$ cat src/hdl/assert_macros.svh
// Assertion helpers shared by the slug stream modules.
// Each macro expects a clk and an active-low rst_n in the enclosing module.
`ifndef ASSERT_MACROS_SVH
`define ASSERT_MACROS_SVH

// Same-cycle implication.
`define U8S_ASSERT_IMP(label, ante, cons, msg) \
  label: assert property (@(posedge clk) disable iff (!rst_n) (ante) |-> (cons)) \
    else $error(msg);

// Next-cycle implication.
`define U8S_ASSERT_NXT(label, ante, cons, msg) \
  label: assert property (@(posedge clk) disable iff (!rst_n) (ante) |=> (cons)) \
    else $error(msg);

`endif

$ cat src/hdl/u8s_pkg.sv
// Package for the UTF-8 name slug stream: payload structs, decoder modes,
// queue sizing and the accent fold table. No dependencies.
`default_nettype none

package u8s_pkg;

  typedef struct packed {
    logic [7:0] in_byte;
    logic       end_of_name;
  } in_item_t;

  typedef struct packed {
    logic [7:0] out_byte;
    logic       byte_valid;
    logic       last;
    logic       slug_empty;
  } out_item_t;

  // Results of one input byte: up to three characters, or an end marker when
  // n is zero and last is set.
  typedef struct packed {
    logic [1:0]      n;
    logic [2:0][7:0] ch;
    logic            last;
    logic            slug_empty;
  } bundle_t;

  typedef enum logic [1:0] {
    MODE_NORMAL   = 2'd0,
    MODE_AFTER_C3 = 2'd1,
    MODE_AFTER_C5 = 2'd2,
    MODE_SKIP     = 2'd3
  } decode_mode_t;

  localparam int unsigned QUEUE_DEPTH = 4;
  localparam int unsigned QPTR_W      = $clog2(QUEUE_DEPTH);

  localparam logic [7:0] MAX_LEN_RESET = 8'd128;
  localparam logic [7:0] LEAD_C3       = 8'hC3;
  localparam logic [7:0] LEAD_C5       = 8'hC5;
  localparam logic [7:0] OE_LOWER      = 8'h93;
  localparam logic [7:0] OE_UPPER      = 8'h92;
  localparam logic [7:0] CHAR_HYPHEN   = 8'h2D;
  localparam logic [7:0] CHAR_SPACE    = 8'h00;

  // Byte after C3 folded to a plain letter; zero acts as a separator.
  function automatic logic [7:0] fold_after_c3(input logic [7:0] c);
    logic [7:0] r;
    begin
      r = CHAR_SPACE;
      priority if (c >= 8'h80 && c <= 8'h85) r = "a";
      else if (c == 8'h87)                  r = "c";
      else if (c >= 8'h88 && c <= 8'h8B)    r = "e";
      else if (c >= 8'h8C && c <= 8'h8F)    r = "i";
      else if (c >= 8'h92 && c <= 8'h96)    r = "o";
      else if (c >= 8'h99 && c <= 8'h9C)    r = "u";
      else if (c == 8'h9F)                  r = "s";
      else if (c >= 8'hA0 && c <= 8'hA5)    r = "a";
      else if (c == 8'hA7)                  r = "c";
      else if (c >= 8'hA8 && c <= 8'hAB)    r = "e";
      else if (c >= 8'hAC && c <= 8'hAF)    r = "i";
      else if (c >= 8'hB2 && c <= 8'hB6)    r = "o";
      else if (c >= 8'hB9 && c <= 8'hBC)    r = "u";
      else if (c == 8'hBF)                  r = "y";
      else                                  r = CHAR_SPACE;
      return r;
    end
  endfunction

endpackage

`default_nettype wire

$ cat src/hdl/u8s_front.sv
// Front end: accepts input bytes, decodes UTF-8, tracks slug length and gap
// state, and pushes one result bundle per productive byte. Uses u8s_pkg.
`default_nettype none
`include "assert_macros.svh"

module u8s_front
  import u8s_pkg::*;
(
  input  wire logic       clk,
  input  wire logic       rst_n,
  input  wire logic [7:0] max_len,
  input  wire logic       in_valid,
  output logic            in_ready,
  input  wire in_item_t   in_data,
  input  wire logic       q_full,
  output logic            q_push,
  output bundle_t         q_data
);

  typedef struct packed {
    logic [7:0] cnt;
    logic       gap;
    logic [1:0] n;
    logic [7:0] c0;
    logic [7:0] c1;
  } take_res_t;

  // One folded character into the slug builder: optional hyphen, then char.
  function automatic take_res_t take_char(input logic [7:0] cnt, input logic gap,
                                          input logic [7:0] ch, input logic [7:0] maxlen);
    take_res_t r;
    logic      up;
    logic      lo;
    logic      dg;
    logic      sep;
    logic [7:0] c;
    begin
      r.cnt = cnt;
      r.gap = gap;
      r.n   = 2'd0;
      r.c0  = CHAR_SPACE;
      r.c1  = CHAR_SPACE;
      up  = (ch >= "A") && (ch <= "Z");
      lo  = (ch >= "a") && (ch <= "z");
      dg  = (ch >= "0") && (ch <= "9");
      c   = up ? ch + 8'h20 : ch;
      sep = gap && (cnt != 8'd0) && (cnt < maxlen);
      if (!(up || lo || dg)) begin
        r.gap = (cnt != 8'd0);
      end else if (sep && (({1'b0, cnt} + 9'd1) == {1'b0, maxlen})) begin
        // hyphen would take the final slot: drop it and its character
        r.cnt = maxlen;
        r.gap = 1'b0;
      end else begin
        r.gap = 1'b0;
        if (sep) begin
          r.c0  = CHAR_HYPHEN;
          r.n   = 2'd1;
          r.cnt = cnt + 8'd1;
        end
        if (r.cnt < maxlen) begin
          if (r.n == 2'd0) r.c0 = c;
          else             r.c1 = c;
          r.n   = r.n + 2'd1;
          r.cnt = r.cnt + 8'd1;
        end
      end
      return r;
    end
  endfunction

  logic [7:0]   cnt_r, cnt_nxt;
  logic         gap_r, gap_nxt;
  decode_mode_t mode_r, mode_nxt;

  logic         accept;
  logic         skip_cont;
  decode_mode_t mode_eff;
  logic         two_chars;
  logic [7:0]   ch_a;
  take_res_t    res1;
  take_res_t    res2;
  logic         take_any;
  logic [7:0]   cnt_post;
  logic         gap_post;
  logic [1:0]   n_tot;

  assign in_ready = !q_full;
  assign accept   = in_valid && in_ready;

  always_ff @(posedge clk) begin
    if (!rst_n) begin
      cnt_r  <= 8'd0;
      gap_r  <= 1'b0;
      mode_r <= MODE_NORMAL;
    end else if (accept) begin
      cnt_r  <= cnt_nxt;
      gap_r  <= gap_nxt;
      mode_r <= mode_nxt;
    end
  end

  always_comb begin
    skip_cont = (mode_r == MODE_SKIP) && (in_data.in_byte[7:6] == 2'b10);
    mode_eff  = (mode_r == MODE_SKIP) ? MODE_NORMAL : mode_r;
    mode_nxt  = mode_eff;
    take_any  = 1'b0;
    two_chars = 1'b0;
    ch_a      = CHAR_SPACE;

    if (skip_cont) begin
      mode_nxt = MODE_SKIP;
    end else begin
      unique case (mode_eff)
        MODE_AFTER_C3: begin
          mode_nxt = MODE_NORMAL;
          take_any = 1'b1;
          ch_a     = fold_after_c3(in_data.in_byte);
        end
        MODE_AFTER_C5: begin
          mode_nxt = MODE_NORMAL;
          take_any = 1'b1;
          if (in_data.in_byte == OE_UPPER || in_data.in_byte == OE_LOWER) begin
            ch_a      = "o";
            two_chars = 1'b1;
          end
        end
        default: begin
          if (!in_data.in_byte[7]) begin
            take_any = 1'b1;
            ch_a     = in_data.in_byte;
          end else if ((in_data.in_byte == LEAD_C3 || in_data.in_byte == LEAD_C5) &&
                       !in_data.end_of_name) begin
            mode_nxt = (in_data.in_byte == LEAD_C3) ? MODE_AFTER_C3 : MODE_AFTER_C5;
          end else begin
            take_any = 1'b1;
            mode_nxt = MODE_SKIP;
          end
        end
      endcase
    end

    res1 = take_char(cnt_r, gap_r, ch_a, max_len);
    res2 = take_char(res1.cnt, res1.gap, "e", max_len);

    if (!take_any) begin
      cnt_post = cnt_r;
      gap_post = gap_r;
      n_tot    = 2'd0;
    end else if (two_chars) begin
      cnt_post = res2.cnt;
      gap_post = res2.gap;
      n_tot    = res1.n + res2.n;
    end else begin
      cnt_post = res1.cnt;
      gap_post = res1.gap;
      n_tot    = res1.n;
    end

    q_data.n          = n_tot;
    q_data.ch[0]      = res1.c0;
    q_data.ch[1]      = (res1.n == 2'd2) ? res1.c1 : res2.c0;
    q_data.ch[2]      = res2.c0;
    q_data.last       = in_data.end_of_name;
    q_data.slug_empty = in_data.end_of_name && (cnt_post == 8'd0);

    q_push = accept && ((n_tot != 2'd0) || in_data.end_of_name);

    if (in_data.end_of_name) begin
      cnt_nxt  = 8'd0;
      gap_nxt  = 1'b0;
      mode_nxt = MODE_NORMAL;
    end else begin
      cnt_nxt = cnt_post;
      gap_nxt = gap_post;
    end
  end

  `U8S_ASSERT_NXT(a_end_clears, accept && in_data.end_of_name,
                  (mode_r == MODE_NORMAL) && (cnt_r == 8'd0) && !gap_r,
                  "name state not cleared after end of name")
  `U8S_ASSERT_IMP(a_bundle_kind, q_push, (q_data.n != 2'd0) || q_data.last,
                  "empty bundle pushed without end of name")
  `U8S_ASSERT_IMP(a_empty_nochar, q_push && q_data.slug_empty, q_data.n == 2'd0,
                  "empty slug flagged on a bundle with characters")

endmodule

`default_nettype wire

$ cat src/hdl/u8s_fifo.sv
// Short register queue of result bundles between front and back ends.
// Depth from u8s_pkg::QUEUE_DEPTH.
`default_nettype none
`include "assert_macros.svh"

module u8s_fifo
  import u8s_pkg::*;
(
  input  wire logic    clk,
  input  wire logic    rst_n,
  input  wire logic    push,
  input  wire bundle_t push_data,
  input  wire logic    pop,
  output bundle_t      head,
  output logic         full,
  output logic         empty
);

  bundle_t             mem_r [QUEUE_DEPTH];
  logic [QPTR_W-1:0]   wr_ptr_r;
  logic [QPTR_W-1:0]   rd_ptr_r;
  logic [QPTR_W:0]     count_r;

  localparam logic [QPTR_W:0] DEPTH_CNT = (QPTR_W+1)'(QUEUE_DEPTH);
  localparam logic [QPTR_W-1:0] LAST_PTR = QPTR_W'(QUEUE_DEPTH - 1);

  assign full  = (count_r == DEPTH_CNT);
  assign empty = (count_r == '0);
  assign head  = mem_r[rd_ptr_r];

  always_ff @(posedge clk) begin
    if (push) begin
      mem_r[wr_ptr_r] <= push_data;
    end
  end

  always_ff @(posedge clk) begin
    if (!rst_n) begin
      wr_ptr_r <= '0;
      rd_ptr_r <= '0;
      count_r  <= '0;
    end else begin
      if (push) wr_ptr_r <= (wr_ptr_r == LAST_PTR) ? '0 : wr_ptr_r + 1'b1;
      if (pop)  rd_ptr_r <= (rd_ptr_r == LAST_PTR) ? '0 : rd_ptr_r + 1'b1;
      if (push && !pop)      count_r <= count_r + 1'b1;
      else if (pop && !push) count_r <= count_r - 1'b1;
    end
  end

  `U8S_ASSERT_IMP(a_no_overflow, push, !full, "push into full queue")
  `U8S_ASSERT_IMP(a_no_underflow, pop, !empty, "pop from empty queue")

endmodule

`default_nettype wire

$ cat src/hdl/u8s_back.sv
// Back end: walks the head bundle one character per cycle into the output
// register while it is empty or being taken, then pops it. Uses u8s_pkg.
`default_nettype none
`include "assert_macros.svh"

module u8s_back
  import u8s_pkg::*;
(
  input  wire logic    clk,
  input  wire logic    rst_n,
  input  wire bundle_t head,
  input  wire logic    q_empty,
  output logic         q_pop,
  output logic         out_valid,
  input  wire logic    out_ready,
  output out_item_t    out_data
);

  logic [1:0] idx_r, idx_nxt;
  logic       vld_r, vld_nxt;
  out_item_t  item_r, item_nxt;

  logic       load;
  logic       final_item;
  out_item_t  cur;

  assign out_valid = vld_r;
  assign out_data  = item_r;

  always_comb begin
    final_item = (head.n == 2'd0) || (idx_r == head.n - 2'd1);
    if (head.n == 2'd0) begin
      cur.out_byte   = 8'h00;
      cur.byte_valid = 1'b0;
    end else begin
      cur.out_byte   = head.ch[idx_r];
      cur.byte_valid = 1'b1;
    end
    cur.last       = head.last && final_item;
    cur.slug_empty = head.slug_empty && final_item;

    load     = !q_empty && (!vld_r || out_ready);
    q_pop    = load && final_item;
    idx_nxt  = idx_r;
    vld_nxt  = vld_r;
    item_nxt = item_r;
    if (load) begin
      item_nxt = cur;
      vld_nxt  = 1'b1;
      idx_nxt  = final_item ? 2'd0 : idx_r + 2'd1;
    end else if (out_ready) begin
      vld_nxt = 1'b0;
    end
  end

  always_ff @(posedge clk) begin
    if (!rst_n) begin
      idx_r <= 2'd0;
      vld_r <= 1'b0;
    end else begin
      idx_r <= idx_nxt;
      vld_r <= vld_nxt;
    end
  end

  always_ff @(posedge clk) begin
    item_r <= item_nxt;
  end

  `U8S_ASSERT_IMP(a_idx_range, !q_empty, (idx_r == 2'd0) || (idx_r < head.n),
                  "character index past bundle")
  `U8S_ASSERT_NXT(a_pop_rewinds, q_pop, idx_r == 2'd0,
                  "index not rewound after pop")

endmodule

`default_nettype wire

$ cat src/hdl/utf8_name_slug_stream.sv
// Top level of the UTF-8 name slug stream: APB register, front end, bundle
// queue and back end. Uses u8s_pkg, u8s_front, u8s_fifo, u8s_back.
//
//   channel  | handshake                 | payload
//   ---------+---------------------------+------------------------------
//   in       | in_valid / in_ready       | in_data  (in_item_t)
//   out      | out_valid / out_ready     | out_data (out_item_t)
//   cfg      | psel, penable, pready     | paddr, pwdata, prdata
//
// A byte is decoded in the cycle it is accepted; its results are registered
// in the bundle queue and then loaded into the output register.
// Input takes a byte every cycle while the 4-deep bundle queue has room.
// Output delivers one item per cycle while a bundle is queued and the output
// register is free or taken; a byte giving three characters holds the back end until all three are out.
// Synchronous active-low reset; max_length resets to 128.
`default_nettype none

module utf8_name_slug_stream
  import u8s_pkg::*;
(
  input  wire logic        clk,
  input  wire logic        rst_n,
  input  wire logic        in_valid,
  output logic             in_ready,
  input  wire in_item_t    in_data,
  output logic             out_valid,
  input  wire logic        out_ready,
  output out_item_t        out_data,
  input  wire logic        psel,
  input  wire logic        penable,
  input  wire logic        pwrite,
  input  wire logic [2:0]  paddr,
  input  wire logic [31:0] pwdata,
  output logic [31:0]      prdata,
  output logic             pready
);

  localparam logic REG_MAX_LENGTH = 1'b0;

  logic [7:0] max_len_r;
  logic       q_push;
  logic       q_pop;
  logic       q_full;
  logic       q_empty;
  bundle_t    q_in;
  bundle_t    q_head;

  assign pready = 1'b1;
  assign prdata = (paddr[2] == REG_MAX_LENGTH) ? {24'd0, max_len_r} : 32'd0;

  always_ff @(posedge clk) begin
    if (!rst_n) begin
      max_len_r <= MAX_LEN_RESET;
    end else if (psel && penable && pwrite && pready && (paddr[2] == REG_MAX_LENGTH)) begin
      max_len_r <= pwdata[7:0];
    end
  end

  u8s_front u_front (
    .clk      (clk),
    .rst_n    (rst_n),
    .max_len  (max_len_r),
    .in_valid (in_valid),
    .in_ready (in_ready),
    .in_data  (in_data),
    .q_full   (q_full),
    .q_push   (q_push),
    .q_data   (q_in)
  );

  u8s_fifo u_fifo (
    .clk       (clk),
    .rst_n     (rst_n),
    .push      (q_push),
    .push_data (q_in),
    .pop       (q_pop),
    .head      (q_head),
    .full      (q_full),
    .empty     (q_empty)
  );

  u8s_back u_back (
    .clk       (clk),
    .rst_n     (rst_n),
    .head      (q_head),
    .q_empty   (q_empty),
    .q_pop     (q_pop),
    .out_valid (out_valid),
    .out_ready (out_ready),
    .out_data  (out_data)
  );

endmodule

`default_nettype wire
$ cat config.mk
export PLATFORM = sky130hd
export DESIGN_NAME = utf8_name_slug_stream
export DESIGN_NICKNAME = d
export VERILOG_FILES = /design/src/hdl/u8s_pkg.sv /design/src/hdl/u8s_front.sv /design/src/hdl/u8s_fifo.sv /design/src/hdl/u8s_back.sv /design/src/hdl/utf8_name_slug_stream.sv
export VERILOG_INCLUDE_DIRS = /design/src /design/src/hdl
export SDC_FILE = /design/constraint.sdc
export NUM_CORES = 1
export LEC_CHECK = 0
export BUFFER_PORTS_ARGS = -buffer_cell sky130_fd_sc_hd__buf_2
export CORE_MARGIN = 2
export CORE_UTILIZATION = 35
export DETAILED_ROUTE_END_ITERATION = 7
export PLACE_DENSITY = 0.55
export SYNTH_ARGS = -nofsm -noshare
export SYNTH_HDL_FRONTEND = slang
export SYNTH_SLANG_ARGS = --single-unit
$ cat constraint.sdc
create_clock -name clk -period 13.7 [get_ports clk]
set_clock_uncertainty 0.05 [all_clocks]
set_input_delay 1.37 -clock clk [delete_from_list [all_inputs] [get_ports clk]]
set_output_delay 1.37 -clock clk [all_outputs]
set_load 0.01 [all_outputs]
==> out/metrics.yaml <==
post-cts-setup-buffers: 0
syn_area_sq_mm: 0.00899
cp_num_buf_inv: 8
cp.arrival_ns: 12.64
cts_buffers: 17
min_period_over_period: 0.901
fp.dieW_microns: 164
async_flop_share: 0
vias: 6879
cp_data_required_time_ns: 13.99
ys_seq_elements: 134
initial_utilization: 0.357
hp-start: "u_back.out_valid"
routedWlPerCell_microns: 18.0
postCtsResizedCells: 0
tightest_slew_ns: 0.875
ys.flop_type: "edfxtp_1"
area_growth_pct: 12.1
first_global_vias: 6660
grt_usage: 0.174
cp_top_family: "compound AO/OA/AOI/OAI gates"
avgSynthCellArea_sq_um: 10.2
globalplace.congestion: 0.924
ir_drop_v: 0.0000914
status: "completed"
placed_cell_area_sq_mm: 0.00947
drive_gt1_frac: 0.155
final.setup.tns_ns: 0
antenna_found_initial: 0
start_kind: "register"
drcViolationCount: 0
fin_area_sq_mm: 0.0101
synthCells: 882
end_kind: "register"
layout_common_cells: "edfxtp_1, nand2_1, nor2_1, ha_1, inv_1"
die_h_microns: 164
h-tree-depth: 4
synth.distinct_cells: 84
synth-warning-count: 0
seq_area_frac_synth: 0.413
rsz0062_at_grt: "false"
cts_sinks: 134
core_sq_mm: 0.0252
vias_per_cell: 5.44
antenna_cells: 0
hp-class: "register to register"
hold_buffers: 0
clock_path_buffers: 2
max_stage_delay_ns: 0.74
maxCapViolations: 0
startpoint: "max_len_r[5]"
drt_first_iter_violations: 620
crit_path_max_fanout: 9
timing.fmax_mhz: 81.0
p_per_area_mw_per_mm2: 154
drtAntennaViolNets: 0
cts_root_buf: "clkbuf_16"
rows: 58
first_pass_iters: 5
synth_edf_count: 103
worstSetupPathType: "register to register"
final_common_cell: "edfxtp_1"
dieArea_sq_mm: 0.0270
slowest_stage: "o41ai_1"
routed_wl_mm: 22.7
power_mw: 1.55
grt_max_degree: 32
port_buffers: 45
dpl.hpwl_mm: 16.4
r2r_start: "max_len_r[5]"
clk_pin_slew_ns: 0.06
clk_latency_ns: 0.42
io_pins: 97
grt_pass1_wl_mm: 36.3
power.leakage_nw: 3.71
cts_tree: "done"
grt.overflow.total: 0
hold_violations: 0
fin_nets: 1026
finalMaxSlewViolations: 0
relSlewSlack: 0.407
period_needed_ns: 12.35
setup_violations: 0
## cell type report
cell class	instances	area (sq um)
Clock buffer	18	429
Clock inverter	14	175
Fill cell	2503	15100
Inverter	50	188
Multi-Input combinational cell	656	4810
Sequential cell	134	3710
Tap cell	330	413
Timing Repair Buffer	62	353
## worst paths after layout
kind,to,slack (ns),cells past startpoint
worst min register to register,u_back.out_valid,0.43,2
worst max-delay path,u_fifo.count_r[2],1.35,53
worst max register to register,u_fifo.count_r[2],1.35,53
worst min-delay path,u_back.out_valid,0.43,2
## kinds of logic (layout without fill, tap and decap cells)
kind of cell               count (synthesis)  count (layout)  synth area share
AOI/OAI and AO/OA                        187             187             0.146
xor gates and xnor gates                  46              46            0.0448
adders and majority gates                 54              54            0.0760
buffers and inverters                    115             144            0.0617
DFF                                      134             134             0.413
muxes                                     49              49            0.0878
other                                      2              25          0.000836
and+or+nand+nor                          295             295             0.170
## cells in the mapped netlist (all sizes together) (15+ instances only)
library cell | count | share of area
clkbuf | 28 | 0.012
a21oi | 44 | 0.025
inv | 50 | 0.021
edfxtp | 103 | 0.34
nand3 | 17 | 0.0095
o21ai | 36 | 0.020
nor3 | 23 | 0.014
ha | 53 | 0.074
xnor2 | 35 | 0.034
dfxtp | 31 | 0.069
mux2i | 17 | 0.019
mux4 | 23 | 0.058
buf | 37 | 0.029
nor2 | 71 | 0.030
nor2b | 22 | 0.015
nand2 | 75 | 0.031
and3 | 15 | 0.010
## worst reg2reg max path: cells and delay by family (launching register included)
kind	cells	cell delay, ns
XOR/XNOR	2	0.32
adder cells (fa/ha/maj)	8	2.22
flip-flops	1	0.56
buffers and inverters	8	1.20
multiplexers	3	0.99
AO/OA/AOI/OAI	17	4.24
AND/OR/NAND/NOR	15	2.73
## stage by stage
step           setup slack [ns]  hold slack [ns]   util  instances
2_1_floorplan              2.93            0.406      -        905
3_3_place_gp               1.55            0.418  0.376       1232
3_5_place_dp               1.54            0.425  0.376       1232
4_1_cts                    1.45            0.432  0.400       1264
5_1_grt                   0.413            0.454  0.400       1264
6_report                   1.35            0.426  0.400       1264
## power by group
part	switching, mW	leakage [nW]	internal [mW]
clock network	0.179	0.295	0.288
logic	0.312	2.21	0.212
registers	0.0266	1.21	0.529
## per-layer routing
metal / GRT usage / routed length, microns
met1: 0.226 / 10100
met2: 0.294 / 11000
met3: 0.0290 / 1110
met4: 0.0566 / 466
met5: 0 / 0
## sequential cells by signal, indices dropped and copies added (netlist names), named ones only
register / flops
u_front.cnt_r: 8
u_front.mode_r: 2
u_back.out_valid: 1
max_len_r: 8
u_fifo.rd_ptr_r: 2
u_back.idx_r: 2
u_front.gap_r: 1
u_fifo.wr_ptr_r: 2
u_fifo.mem_r: 92
u_back.out_data: 11
u_fifo.count_r: 3
Note: power is estimated with default switching activity, not from simulation.
